--- config.mk ---
export PLATFORM = sky130hd
export DESIGN_NAME = distance_vector_route_table_core
export DESIGN_NICKNAME = d
export VERILOG_FILES = /design/src/sv/dvrt_pkg.sv /design/src/sv/distance_vector_route_table_core.sv /design/src/sv/dvrt_ram.sv
export SDC_FILE = /design/constraint.sdc
export NUM_CORES = 2
export LEC_CHECK = 0
export BUFFER_PORTS_ARGS = -buffer_cell sky130_fd_sc_hd__buf_2
export CAP_MARGIN = 10
export CORE_MARGIN = 2
export CORE_UTILIZATION = 50
export DETAILED_ROUTE_END_ITERATION = 8
export PLACE_DENSITY = 0.65
export SYNTH_ARGS = -nofsm -noshare
export SYNTH_HDL_FRONTEND = slang
export SYNTH_HIERARCHICAL = 1
export SYNTH_SLANG_ARGS = --single-unit
export TNS_END_PERCENT = 30
--- constraint.sdc ---
create_clock -name i_clk -period 12.45 [get_ports i_clk]
set_input_delay 0.6225 -clock i_clk [delete_from_list [all_inputs] [get_ports i_clk]]
set_output_delay 0.6225 -clock i_clk [all_outputs]
set_load 0.02 [all_outputs]
--- src/sv/dvrt_pkg.sv ---
// ----------------------------------------------------------------------------
// dvrt_pkg: shared definitions for the distance-vector route table
// Table depth, field widths, entry layout, and the kind, status, register
// and state codes used by the route table core.
// ----------------------------------------------------------------------------
package dvrt_pkg;

    localparam int TABLE_DEPTH   = 32;
    localparam int HOP_INC_RESET = 1;

    localparam int IDX_W  = (TABLE_DEPTH > 1) ? $clog2(TABLE_DEPTH) : 1;
    localparam int CNT_W  = $clog2(TABLE_DEPTH + 1);

    localparam int ADDR_W = 32;
    localparam int COST_W = 16;
    localparam int HOP_W  = 8;

    localparam int CFG_IDX_W  = 1;
    localparam int CFG_DATA_W = 16;

    localparam logic [CFG_IDX_W-1:0] REG_INFINITY = 1'd0;
    localparam logic [CFG_IDX_W-1:0] REG_HOP      = 1'd1;

    localparam logic [COST_W-1:0] INFINITY_RESET = 16'd16;

    typedef struct packed {
        logic [ADDR_W-1:0] address;
        logic [ADDR_W-1:0] gateway;
        logic [COST_W-1:0] cost;
    } t_entry;

    localparam int ENTRY_W = $bits(t_entry);

    typedef enum logic [1:0] {
        KIND_ADVERT,
        KIND_DOWN,
        KIND_EXPORT,
        KIND_LOOKUP
    } t_kind;

    typedef enum logic [3:0] {
        STAT_ADDED        = 4'd0,
        STAT_REPLACED     = 4'd1,
        STAT_DISCARDED    = 4'd2,
        STAT_SKIPPED      = 4'd3,
        STAT_FULL         = 4'd4,
        STAT_DOWN_DONE    = 4'd5,
        STAT_EXPORT_ENTRY = 4'd6,
        STAT_EXPORT_EMPTY = 4'd7,
        STAT_HIT          = 4'd8,
        STAT_MISS         = 4'd9
    } t_status;

    typedef enum logic [1:0] {
        ST_IDLE,
        ST_SCAN,
        ST_DONE
    } t_state;

endpackage

--- src/sv/distance_vector_route_table_core.sv ---
// ----------------------------------------------------------------------------
// distance_vector_route_table_core: RIP-style route table with slot scanner
// Holds TABLE_DEPTH routes and serves advertised routes, interface-down
// poisoning, split-horizon export and cost lookups by scanning every slot.
// ----------------------------------------------------------------------------
// A command is taken on a clock edge where start is high and busy is low.
// Every command except a skipped self-route walks the whole table through a
// single RAM read port, one slot per cycle, so it holds busy while it reads
// every slot, waits for the last read data and finishes in ST_DONE. An
// external route whose destination equals the receiving interface is
// answered in the cycle after it is taken and never raises busy. Results
// come out as beats on o_valid, each present for exactly one cycle, with
// o_last marking the final beat of a command; the receiver has no way to
// stall, so it must take every beat. An export produces one beat per valid
// slot in slot order, the last one in ST_DONE, or one empty beat if no slot
// is valid. The slot valid marks are flip-flops cleared by reset, so the
// table is ready right after reset with no clearing pass. Configuration
// writes on i_cfg_we take effect at once and belong in idle periods.
// ----------------------------------------------------------------------------
module distance_vector_route_table_core (
    input  logic                            i_clk,
    input  logic                            i_rst_n,

    input  logic                            i_cfg_we,
    input  logic [dvrt_pkg::CFG_IDX_W-1:0]  i_cfg_index,
    input  logic [dvrt_pkg::CFG_DATA_W-1:0] i_cfg_data,

    input  logic                            start,
    output logic                            busy,
    input  logic [1:0]                      i_kind,
    input  logic [dvrt_pkg::ADDR_W-1:0]     i_dest_address,
    input  logic [dvrt_pkg::COST_W-1:0]     i_route_cost_in,
    input  logic [dvrt_pkg::ADDR_W-1:0]     i_peer,
    input  logic                            i_is_internal,

    output logic                            o_valid,
    output logic [3:0]                      o_status,
    output logic                            o_fwd_write,
    output logic [dvrt_pkg::ADDR_W-1:0]     o_route_address,
    output logic [dvrt_pkg::ADDR_W-1:0]     o_route_next_hop,
    output logic [dvrt_pkg::COST_W-1:0]     o_route_cost,
    output logic                            o_last
);

    import dvrt_pkg::*;

    // Configuration registers.
    logic [COST_W-1:0] r_inf;
    logic [HOP_W-1:0]  r_hop;

    // Sequencer state and the latched command.
    t_state             r_state, n_state;
    t_kind              r_kind, n_kind;
    logic [ADDR_W-1:0]  r_key, n_key;
    logic [ADDR_W-1:0]  r_peer, n_peer;
    logic [COST_W-1:0]  r_cost_new, n_cost_new;
    logic               r_internal, n_internal;

    // Scan counters: r_cnt is the slot being read, r_rd_idx the slot whose
    // data is on the RAM output this cycle.
    logic [CNT_W-1:0]   r_cnt, n_cnt;
    logic               r_rd_vld, n_rd_vld;
    logic [IDX_W-1:0]   r_rd_idx, n_rd_idx;

    logic [TABLE_DEPTH-1:0] r_slot_valid, n_slot_valid;

    // Scan results.
    logic               r_match_found, n_match_found;
    logic [IDX_W-1:0]   r_match_idx, n_match_idx;
    logic [ADDR_W-1:0]  r_match_nh, n_match_nh;
    logic [COST_W-1:0]  r_match_cost, n_match_cost;
    logic               r_free_found, n_free_found;
    logic [IDX_W-1:0]   r_free_idx, n_free_idx;

    // Export entry held back one slot so the final one can carry last.
    logic               r_hold_vld, n_hold_vld;
    t_entry             r_hold, n_hold;

    // Output beat registers.
    logic               r_out_vld, n_out_vld;
    t_status            r_out_status, n_out_status;
    logic               r_out_fwd, n_out_fwd;
    logic [ADDR_W-1:0]  r_out_addr, n_out_addr;
    logic [ADDR_W-1:0]  r_out_nh, n_out_nh;
    logic [COST_W-1:0]  r_out_cost, n_out_cost;
    logic               r_out_last, n_out_last;

    // RAM ports.
    logic               w_we;
    logic [IDX_W-1:0]   w_waddr;
    t_entry             w_wdata;
    logic [IDX_W-1:0]   w_raddr;
    t_entry             w_rdata;

    // Shared slot compare unit and command decode.
    logic               w_accept;
    logic               w_skip;
    logic [COST_W:0]    w_sum;
    logic [COST_W-1:0]  w_ext_cost;
    logic               w_slot_vld;
    logic               w_addr_eq_key;
    logic               w_addr_eq_peer;
    logic               w_nh_eq_peer;
    logic               w_scan_end;
    logic               w_replace;
    logic [COST_W-1:0]  w_export_cost;

    dvrt_ram #(
        .WIDTH (ENTRY_W),
        .DEPTH (TABLE_DEPTH)
    ) u_slot_ram (
        .i_clk   (i_clk),
        .i_we    (w_we),
        .i_waddr (w_waddr),
        .i_wdata (w_wdata),
        .i_raddr (w_raddr),
        .o_rdata (w_rdata)
    );

    assign w_accept = start && (r_state == ST_IDLE);
    assign w_skip   = (t_kind'(i_kind) == KIND_ADVERT) && !i_is_internal &&
                      (i_dest_address == i_peer);

    // External cost saturates at the unreachable value; the sum is one bit
    // wider so it never wraps.
    assign w_sum      = {1'b0, i_route_cost_in} + {{(COST_W + 1 - HOP_W){1'b0}}, r_hop};
    assign w_ext_cost = (w_sum > {1'b0, r_inf}) ? r_inf : w_sum[COST_W-1:0];

    assign w_slot_vld     = r_rd_vld && r_slot_valid[r_rd_idx];
    assign w_addr_eq_key  = (w_rdata.address == r_key);
    assign w_addr_eq_peer = (w_rdata.address == r_peer);
    assign w_nh_eq_peer   = (w_rdata.gateway == r_peer);
    assign w_scan_end     = (r_cnt == CNT_W'(TABLE_DEPTH));
    assign w_export_cost  = (w_nh_eq_peer && (w_rdata.cost != '0)) ? r_inf : w_rdata.cost;

    assign w_replace = (r_match_cost > r_cost_new) || r_internal || (r_match_nh == r_peer);

    assign w_raddr = r_cnt[IDX_W-1:0];

    // Next state.
    always_comb begin
        n_state = r_state;
        case (r_state)
            ST_IDLE: begin
                if (start && !w_skip) begin
                    n_state = ST_SCAN;
                end
            end
            ST_SCAN: begin
                if (w_scan_end) begin
                    n_state = ST_DONE;
                end
            end
            ST_DONE: begin
                n_state = ST_IDLE;
            end
            default: begin
                n_state = ST_IDLE;
            end
        endcase
    end

    // Datapath, RAM control and result beats.
    always_comb begin
        n_kind        = r_kind;
        n_key         = r_key;
        n_peer        = r_peer;
        n_cost_new    = r_cost_new;
        n_internal    = r_internal;
        n_cnt         = r_cnt;
        n_rd_vld      = 1'b0;
        n_rd_idx      = r_rd_idx;
        n_slot_valid  = r_slot_valid;
        n_match_found = r_match_found;
        n_match_idx   = r_match_idx;
        n_match_nh    = r_match_nh;
        n_match_cost  = r_match_cost;
        n_free_found  = r_free_found;
        n_free_idx    = r_free_idx;
        n_hold_vld    = r_hold_vld;
        n_hold        = r_hold;
        n_out_vld     = 1'b0;
        n_out_status  = r_out_status;
        n_out_fwd     = r_out_fwd;
        n_out_addr    = r_out_addr;
        n_out_nh      = r_out_nh;
        n_out_cost    = r_out_cost;
        n_out_last    = r_out_last;
        w_we          = 1'b0;
        w_waddr       = r_rd_idx;
        w_wdata       = w_rdata;

        case (r_state)
            ST_IDLE: begin
                if (w_accept) begin
                    n_kind        = t_kind'(i_kind);
                    n_key         = (t_kind'(i_kind) == KIND_DOWN) ? i_peer : i_dest_address;
                    n_peer        = i_peer;
                    n_internal    = i_is_internal;
                    n_cost_new    = i_is_internal ? i_route_cost_in : w_ext_cost;
                    n_cnt         = '0;
                    n_match_found = 1'b0;
                    n_free_found  = 1'b0;
                    n_hold_vld    = 1'b0;
                    if (w_skip) begin
                        n_out_vld    = 1'b1;
                        n_out_status = STAT_SKIPPED;
                        n_out_fwd    = 1'b0;
                        n_out_addr   = i_dest_address;
                        n_out_nh     = '0;
                        n_out_cost   = '0;
                        n_out_last   = 1'b1;
                    end
                end
            end

            ST_SCAN: begin
                if (!w_scan_end) begin
                    n_cnt    = r_cnt + CNT_W'(1);
                    n_rd_vld = 1'b1;
                    n_rd_idx = r_cnt[IDX_W-1:0];
                end
                if (r_rd_vld) begin
                    if (!w_slot_vld && !r_free_found) begin
                        n_free_found = 1'b1;
                        n_free_idx   = r_rd_idx;
                    end
                    if (w_slot_vld && w_addr_eq_key && !r_match_found) begin
                        n_match_found = 1'b1;
                        n_match_idx   = r_rd_idx;
                        n_match_nh    = w_rdata.gateway;
                        n_match_cost  = w_rdata.cost;
                    end
                    if ((r_kind == KIND_DOWN) && w_slot_vld && !w_addr_eq_peer &&
                        w_nh_eq_peer) begin
                        w_we         = 1'b1;
                        w_waddr      = r_rd_idx;
                        w_wdata.cost = r_inf;
                    end
                    if ((r_kind == KIND_EXPORT) && w_slot_vld) begin
                        if (r_hold_vld) begin
                            n_out_vld    = 1'b1;
                            n_out_status = STAT_EXPORT_ENTRY;
                            n_out_fwd    = 1'b0;
                            n_out_addr   = r_hold.address;
                            n_out_nh     = r_hold.gateway;
                            n_out_cost   = r_hold.cost;
                            n_out_last   = 1'b0;
                        end
                        n_hold_vld       = 1'b1;
                        n_hold.address   = w_rdata.address;
                        n_hold.gateway   = w_rdata.gateway;
                        n_hold.cost      = w_export_cost;
                    end
                end
            end

            ST_DONE: begin
                n_out_vld  = 1'b1;
                n_out_fwd  = 1'b0;
                n_out_last = 1'b1;
                case (r_kind)
                    KIND_ADVERT: begin
                        n_out_addr = r_key;
                        n_out_nh   = r_peer;
                        n_out_cost = r_cost_new;
                        w_wdata.address  = r_key;
                        w_wdata.gateway  = r_peer;
                        w_wdata.cost     = r_cost_new;
                        if (r_match_found) begin
                            if (w_replace) begin
                                n_out_status = STAT_REPLACED;
                                n_out_fwd    = 1'b1;
                                w_we         = 1'b1;
                                w_waddr      = r_match_idx;
                            end else begin
                                n_out_status = STAT_DISCARDED;
                                n_out_nh     = r_match_nh;
                                n_out_cost   = r_match_cost;
                            end
                        end else if (r_free_found) begin
                            // A new route takes the lowest free slot.
                            n_out_status = STAT_ADDED;
                            n_out_fwd    = 1'b1;
                            w_we         = 1'b1;
                            w_waddr      = r_free_idx;
                            n_slot_valid[r_free_idx] = 1'b1;
                        end else begin
                            n_out_status = STAT_FULL;
                        end
                    end
                    KIND_DOWN: begin
                        n_out_status = STAT_DOWN_DONE;
                        n_out_addr   = r_peer;
                        n_out_nh     = '0;
                        n_out_cost   = '0;
                    end
                    KIND_EXPORT: begin
                        if (r_hold_vld) begin
                            n_out_status = STAT_EXPORT_ENTRY;
                            n_out_addr   = r_hold.address;
                            n_out_nh     = r_hold.gateway;
                            n_out_cost   = r_hold.cost;
                        end else begin
                            n_out_status = STAT_EXPORT_EMPTY;
                            n_out_addr   = '0;
                            n_out_nh     = '0;
                            n_out_cost   = '0;
                        end
                    end
                    KIND_LOOKUP: begin
                        n_out_addr = r_key;
                        if (r_match_found) begin
                            n_out_status = STAT_HIT;
                            n_out_nh     = r_match_nh;
                            n_out_cost   = r_match_cost;
                        end else begin
                            n_out_status = STAT_MISS;
                            n_out_nh     = '0;
                            n_out_cost   = '0;
                        end
                    end
                    default: begin
                        n_out_status = STAT_MISS;
                    end
                endcase
            end

            default: begin
                n_out_vld = 1'b0;
            end
        endcase
    end

    // Control state with synchronous reset.
    always_ff @(posedge i_clk) begin
        if (!i_rst_n) begin
            r_state      <= ST_IDLE;
            r_rd_vld     <= 1'b0;
            r_slot_valid <= '0;
            r_out_vld    <= 1'b0;
            r_inf        <= INFINITY_RESET;
            r_hop        <= HOP_W'(HOP_INC_RESET);
        end else begin
            r_state      <= n_state;
            r_rd_vld     <= n_rd_vld;
            r_slot_valid <= n_slot_valid;
            r_out_vld    <= n_out_vld;
            if (i_cfg_we) begin
                case (i_cfg_index)
                    REG_INFINITY: r_inf <= i_cfg_data;
                    REG_HOP:      r_hop <= i_cfg_data[HOP_W-1:0];
                    default: begin
                        r_inf <= r_inf;
                    end
                endcase
            end
        end
    end

    // Payload and scan bookkeeping.
    always_ff @(posedge i_clk) begin
        r_kind        <= n_kind;
        r_key         <= n_key;
        r_peer        <= n_peer;
        r_cost_new    <= n_cost_new;
        r_internal    <= n_internal;
        r_cnt         <= n_cnt;
        r_rd_idx      <= n_rd_idx;
        r_match_found <= n_match_found;
        r_match_idx   <= n_match_idx;
        r_match_nh    <= n_match_nh;
        r_match_cost  <= n_match_cost;
        r_free_found  <= n_free_found;
        r_free_idx    <= n_free_idx;
        r_hold_vld    <= n_hold_vld;
        r_hold        <= n_hold;
        r_out_status  <= n_out_status;
        r_out_fwd     <= n_out_fwd;
        r_out_addr    <= n_out_addr;
        r_out_nh      <= n_out_nh;
        r_out_cost    <= n_out_cost;
        r_out_last    <= n_out_last;
    end

    assign busy             = (r_state != ST_IDLE);
    assign o_valid          = r_out_vld;
    assign o_status         = r_out_status;
    assign o_fwd_write      = r_out_fwd;
    assign o_route_address  = r_out_addr;
    assign o_route_next_hop = r_out_nh;
    assign o_route_cost     = r_out_cost;
    assign o_last           = r_out_last;

    // A forwarding write only comes with an added or replaced route.
    a_fwd_status: assert property (@(posedge i_clk) disable iff (!i_rst_n)
        (o_valid && o_fwd_write) |->
            (o_status == STAT_ADDED || o_status == STAT_REPLACED))
        else $error("forwarding write on a beat that is not added or replaced");

    // Only export entries may be followed by more beats of the same command.
    a_single_last: assert property (@(posedge i_clk) disable iff (!i_rst_n)
        (o_valid && o_status != STAT_EXPORT_ENTRY) |-> o_last)
        else $error("non-export beat without last");

    // The finishing cycle always delivers the final beat of the command.
    a_done_last: assert property (@(posedge i_clk) disable iff (!i_rst_n)
        (r_state == ST_DONE) |=> (o_valid && o_last))
        else $error("command finished without a last beat");

    // The table is only written while a command is being worked on.
    a_write_busy: assert property (@(posedge i_clk) disable iff (!i_rst_n)
        w_we |-> (r_state == ST_SCAN || r_state == ST_DONE))
        else $error("slot RAM written while idle");

    // A command that scans the table raises busy on the next cycle.
    a_accept_busy: assert property (@(posedge i_clk) disable iff (!i_rst_n)
        (w_accept && !w_skip) |=> busy)
        else $error("scan command taken without going busy");

endmodule

--- src/sv/dvrt_ram.sv ---
// ----------------------------------------------------------------------------
// dvrt_ram: generic single-write, single-read RAM
// One write port and one read port with registered read data.
// ----------------------------------------------------------------------------
module dvrt_ram #(
    parameter int WIDTH = 8,
    parameter int DEPTH = 32,
    localparam int AW   = (DEPTH > 1) ? $clog2(DEPTH) : 1
) (
    input  logic             i_clk,
    input  logic             i_we,
    input  logic [AW-1:0]    i_waddr,
    input  logic [WIDTH-1:0] i_wdata,
    input  logic [AW-1:0]    i_raddr,
    output logic [WIDTH-1:0] o_rdata
);

    logic [WIDTH-1:0] r_mem [DEPTH];
    logic [WIDTH-1:0] r_rdata;

    always_ff @(posedge i_clk) begin
        if (i_we) begin
            r_mem[i_waddr] <= i_wdata;
        end
        r_rdata <= r_mem[i_raddr];
    end

    assign o_rdata = r_rdata;

endmodule
# Yosys cells after proc, flatten, opt, wreduce, memory -nomap -nowiden
# Memory sizes are Yosys's and may differ from the RTL's. A register that Yosys moved wholly into a read port is not among the register bits.
# Index checks and enable logic that the tools add are counted.
word_totals:
  regBits: 381
  ram_bits: 2560
  input_bits: 104
  memories: 1
memory_table:
  columns: ["name", "depth", "width", "read_ports", "rd_ports_with_merged_regs", "write_ports", "line", "source"]
  rows:
  - ["u_slot_ram.r_mem", 32, 80, 1, 1, 1, "dvrt_ram.sv:18", "logic [WIDTH-1:0] r_mem [DEPTH];"]
classes:
  add_sub_neg: 2
  n_lt_le_gt_ge: 5
  n_eq_ne: 22
  mux: 101
  bitwise: 4
  reduce_logical: 45
op_table:
  columns: ["op", "n"]
  rows:
  - ["$mux W32", 16]
  - ["$pmux W32 S3", 3]
  - ["$mux W16", 14]
  - ["$eq A32 B32 Y1", 5]
  - ["$pmux W32 S4", 1]
  - ["$mux W80", 1]
  - ["$mux W64", 1]
  - ["$pmux W16 S4", 1]
  - ["$pmux W16 S3", 1]
  - ["$mux W1", 32]
  - ["$or A32 B32 Y32", 1]
  - ["$pmux W16 S2", 1]
  - ["$mux W5", 5]
  - ["$mux W4", 6]
  - ["$ne A2 B2 Y1 const B", 9]
  - ["$add A16 B8 Y17", 1]
  - ["$gt A17 B16 Y1", 1]
  - ["$gt A16 B16 Y1", 1]
  - ["$pmux W4 S4", 1]
  - ["$reduce_and A4 Y1", 4]
  - ["$reduce_bool A16 Y1", 1]
  - ["$logic_and A1 B1 Y1", 14]
  - ["$lt A5 B6 Y1 const B", 2]
  - ["$mux W6", 2]
  - ["25 further kinds", 55]

# Depth between registers and ports, before layout
depth:
  depth_word: 11
  mapped_depth: 18

# Cells and area by module
# Netlist, hierarchy kept.
by_module_without_submodules:
  columns: ["module", "n_inst", "cells_per_inst", "area_per_inst_um2"]
  rows:
  - ["dvrt_ram", 1, 4683, 98903.6]
  - ["distance_vector_route_table_core", 1, 2068, 21423.0]

# Least setup slack after synthesis
# No wires, ideal clock.
synth_path:
  kind: "reg2reg"
  start: "register r_rd_idx[0]"
  end: "register r_out_fwd (netlist: o_fwd_write) (enable)"
  setup_time_ns: 0.669
  arrival_time_ns: 8.087
  t_required_ns: 11.781
  slack_ns: 3.694
  path_stages_with_launch: 9
  n_path_buf: 2
  path_cell_list: "edfxtp_1 -> buf_6 -> mux4_1 -> mux2i_1 -> mux4_2 -> nor2b_2 -> buf_6 -> nand2_1 -> a221oi_1"
synth_between:
  elab_chain_cells: 6
synth_rtl:
  columns: ["element", "line", "source"]
  rows:
  - ["from (decl)", "distance_vector_route_table_core.sv:63", "logic [IDX_W-1:0] r_rd_idx, n_rd_idx;"]
  - ["from (signal assigned)", "distance_vector_route_table_core.sv:369", "r_rd_idx <= n_rd_idx;"]
  - ["$bmux W1 S5", "distance_vector_route_table_core.sv:129", "assign w_slot_vld = r_rd_vld && r_slot_valid[r_rd_idx];"]
  - ["$mux W1 (not written as such)", "distance_vector_route_table_core.sv:129", null]
  - ["$logic_and A1 B1 Y1", "distance_vector_route_table_core.sv:129", null]
  - ["$logic_and A1 B1 Y1", "distance_vector_route_table_core.sv:240", "if ((r_kind == KIND_EXPORT) && w_slot_vld) begin"]
  - ["$ne A2 B2 Y1 (no source line)", null, null]
  - ["$reduce_and A6 Y1 (no source line)", null, null]
  - ["to (signal assigned)", "distance_vector_route_table_core.sv:379", "r_out_fwd <= n_out_fwd;"]
  - ["to (decl)", "distance_vector_route_table_core.sv:82", "logic r_out_fwd, n_out_fwd;"]
# No other way between the ends. The select of a mux whose other input is x is not followed.
# A chain may end at the register's enable or synchronous reset.

# Worst setup path after layout
layout_path:
  start: "register r_rd_idx[0]"
  end: "memory u_slot_ram/r_mem[26][33] (netlist bit) (enable)"
layout_between:
  elab_chain_cells: 11
  elab_cells_between_ends: 16
  cone_classes: "mux (12); reduce/logical (4)"
layout_rtl:
  columns: ["element", "line", "source"]
  rows:
  - ["$bmux W1 S5", "distance_vector_route_table_core.sv:129", null]
  - ["$mux W1 (not written as such)", "distance_vector_route_table_core.sv:129", null]
  - ["$logic_and A1 B1 Y1", "distance_vector_route_table_core.sv:129", null]
  - ["$logic_and A1 B1 Y1 (3 in series)", "distance_vector_route_table_core.sv:234", "if ((r_kind == KIND_DOWN) && w_slot_vld && !w_addr_eq_peer &&"]
  - ["$mux W1", "distance_vector_route_table_core.sv:234", null]
  - ["$mux W1", "distance_vector_route_table_core.sv:223", "if (r_rd_vld) begin"]
  - ["$pmux W1 S2", "distance_vector_route_table_core.sv:193", "case (r_state)"]
  - ["named net w_we", "distance_vector_route_table_core.sv:89", "logic w_we;"]
  - ["$mux W1", "dvrt_ram.sv:22", "if (i_we) begin"]
  - ["$mux W1 (not written as such)", "dvrt_ram.sv:23", "r_mem[i_waddr] <= i_wdata;"]
  - ["to (decl)", "dvrt_ram.sv:18", null]
# The timed path passes the listed nets, and every way through them passes these cells. The select of a mux whose other input is x is not followed.

==> results by group <==
Status
  – Outcome: completed

Clock tree
  – Clock-pin slew on the worst setup and hold paths: 0.06 ns
  – Num CTS Buffers: 322
  – Clock Latency Late Sink: 0.99 ns
  – Post-CTS sizing: 0
  – H-Tree Level Count: 5
  – Hold-fix buffers, CTS: 28
  – CTS Sinks: 3,021
  – CTS max path bufs: 4
  – Root Buffer: clkbuf_16
  – Post-CTS setup buffers: 0
  – CTS tree: done

Timing
  – Fmax: 0.150 GHz
  – Worst Tran Pin Value: 1.33 ns
  – Sum Neg Setup Slack: 0 ns
  – RSZ-0062 raised after global routing: false
  – Final Critical Period: 6.65 ns
  – Clock Skew: 0.0963 ns
  – Fin. Hold Viols: 0
  – Final setup fails: 0
  – Max-slew violation count: 0
  – Slew headroom: 11.6%
  – Hold WS: 0.0512 ns
  – Period utilisation layout: 53.4%

Layout
  – Area Growth Syn to Fin: 12.9%
  – FF/Latch Area: 89,300 sq um
  – Most frequent cells in the layout: edfxtp_1 (2,881), mux2i_1 (717), a22oi_1 (461)
  – Fill count: 18,100
  – Multi-input gate area: 29,300 sq um
  – Most common cell after layout, fill and taps aside: edfxtp_1
  – Final nets: 7,221
  – Share of cells above drive strength 1: 17.5%
  – Fin cells: 10,500
  – Post-route cell area: 136,000 sq um

Die
  – # rows: 180
  – Die width: 495 microns
  – Die area: 245,000 sq um
  – # IOs: 192
  – Die height: 495 microns
  – Starting density of the core: 50.2%
  – Core area: 240,000 sq um

Critical path
  – Startpoint class of the critical path: flop
  – WP data required: 12.99 ns
  – Most used cell, CP: buf_4
  – WP data arrival: 7.19 ns
  – CP max stage delay: 1.09 ns
  – Cells along the critical path: mux4_1 -> mux2i_1 -> mux4_2 -> nor2b_2 -> o2111ai_4 -> buf_4 -> nor2_1 -> o21a_1 -> nand3b_1 -> nor2_4 -> buf_4 -> buf_4
  – Critical Path End Type: flop
  – WS Path Type: flop to flop
  – Crit Path Max Fanout: 35
  – Critical path's slowest cell: nor2_4

Drt
  – DRC viols: 0
  – Via count: 68,300
  – Drt total wl: 371,000 microns
  – WL per Instance: 35.3 microns
  – DR pass1 iterations: 6
  – Remaining antenna violation count after routing: 0
  – Iteration-0 DRC Markers: 10,500
  – DR vias/cell: 6.49

Global route
  – Vias in the first global route: 65,200
  – First-pass GRT wire length: 513,000 microns
  – Tot GR Track Use: 29.9%
  – Largest net degree at the start of global routing: 123
  – GRT overflow: 0
  – Antenna violations before repair: 35

Logic synthesis
  – Synthesized area per cell: 17.8 sq um
  – Sequential area share after synthesis: 74.2%
  – Post-synth EDFFs: 2,881
  – Top post-synthesis cells by area: edfxtp_1 (72%), mux4_2 (6.0%), mux2i_1 (6.0%)
  – Synth area leader: edfxtp_1
  – Share of the synthesized area in the top cell type: 71.9%
  – Synthesized net count: 6,907
  – Synthesized instance count: 6,751
  – Cell variety after synth: 66
  – Ys flop type: edfxtp_1
  – Asr flop ratio synth: 0%
  – #FFs+latches synth: 3,021
  – Synth Warn #: 6
  – Mapped Area: 120,000 sq um

Placement
  – Detailed Place HPWL: 231,000 microns
  – PortBufs: 191
  – Area after DPL: 125,000 sq um
  – GPL Wtd Cong: 0.927
  – Placed cells: 9,897

Job
  – Max Cap Viol: 0

Power
  – Max VDD drop: 0.172 mV
  – Tot Pwr: 25.0 mW
  – Power density cells: 184 nW/um^2
  – Leak: 45.3 nW

Hold path
  – Hold WC Path Type: input port to flop
[cell families after synthesis]
family,count (synthesis),synth area share (%)
adders and majority gates,52,0.547
DFF,3021,74.2
and+or+nand+nor,945,3.68
buffers and inverters,476,1.89
muxes,1081,12.5
AOI/OAI and AO/OA,999,5.90
xor gates and xnor gates,177,1.29
[metrics by stage]
step / util [%] / setup WS [ns]
final: 56.6 / 5.80
after global routing: 56.6 / 5.57
after CTS: 56.6 / 5.79
after detailed placement: 52.3 / 5.83
after global placement: 52.3 / 5.96
after floorplan: - / 3.69
[area by class of cell]
class	instances	share of cell area, %
Tap cell	3185	2.93
Multi-Input combinational cell	3254	21.6
Clock buffer	410	6.31
Clock inverter	149	1.11
Timing Repair Buffer	414	2.09
Inverter	52	0.144
Sequential cell	3021	65.8
Antenna cell	34	0.0626
[sequential cells by signal, indices dropped and copies added, names as in the netlist, 4 cells and up]
name / cells
o_route_address: 32
o_route_cost: 16
o_route_next_hop: 32
o_status: 4
r_cnt: 6
r_cost_new: 16
r_free_idx: 5
r_hold: 80
r_hop: 8
r_inf: 16
r_key: 32
r_match_cost: 16
r_match_idx: 5
r_match_nh: 32
r_peer: 32
r_rd_idx: 5
r_slot_valid: 32
u_slot_ram/o_rdata: 80
u_slot_ram/r_mem: 2560
[critical path: cells and delay by family, from the launching register on]
kind	cells	cell delay, ns
and+or+nand+nor	4	2.32
buffers and inverters	3	1.75
muxes	3	0.99
DFF	1	0.74
AOI/OAI and AO/OA	2	0.35
[synthesized netlist by cell type (45+ instances only)]
| master | instances |
|---|---|
| dfxtp_1 | 140 |
| a21oi_1 | 134 |
| nor2_1 | 178 |
| edfxtp_1 | 2881 |
| a211oi_1 | 50 |
| ha_1 | 51 |
| nand4_1 | 68 |
| a21o_1 | 55 |
| nand2_1 | 322 |
| inv_1 | 50 |
| a31oi_1 | 49 |
| a22oi_1 | 461 |
| a221oi_1 | 50 |
| buf_2 | 134 |
| mux4_2 | 321 |
| xor2_1 | 151 |
| mux2i_1 | 717 |
| nand3_1 | 204 |
| nor2b_1 | 56 |
| nor4_1 | 45 |
| clkbuf_1 | 214 |
| o21ai_0 | 104 |
[per-layer routing]
layer	share of wire, %	wire, microns	GRT usage [%]
met1	38	140000	40.9
met2	46	172000	46.0
met3	10	37700	5.93
met4	5.5	20500	15.2
met5	0.0038	14	0
[path summary, 6_finish.rpt]
path	from	to	slack, ns	cells past startpoint
max	r_rd_idx[0]	u_slot_ram/r_mem[26][33]	5.80	12
min	i_peer[7]	r_peer[7]	0.05	1
max reg2reg	r_rd_idx[0]	u_slot_ram/r_mem[26][33]	5.80	12
min reg2reg	r_slot_valid[17]	r_slot_valid[17]	0.46	2
[power by group]
part / internal [mW] / switching [mW]
sequential: 12.1 / 0.196
combinational: 0.884 / 2.52
clock: 5.46 / 3.87
total: 18.4 / 6.59
Note: power is estimated with default switching activity, not from simulation.
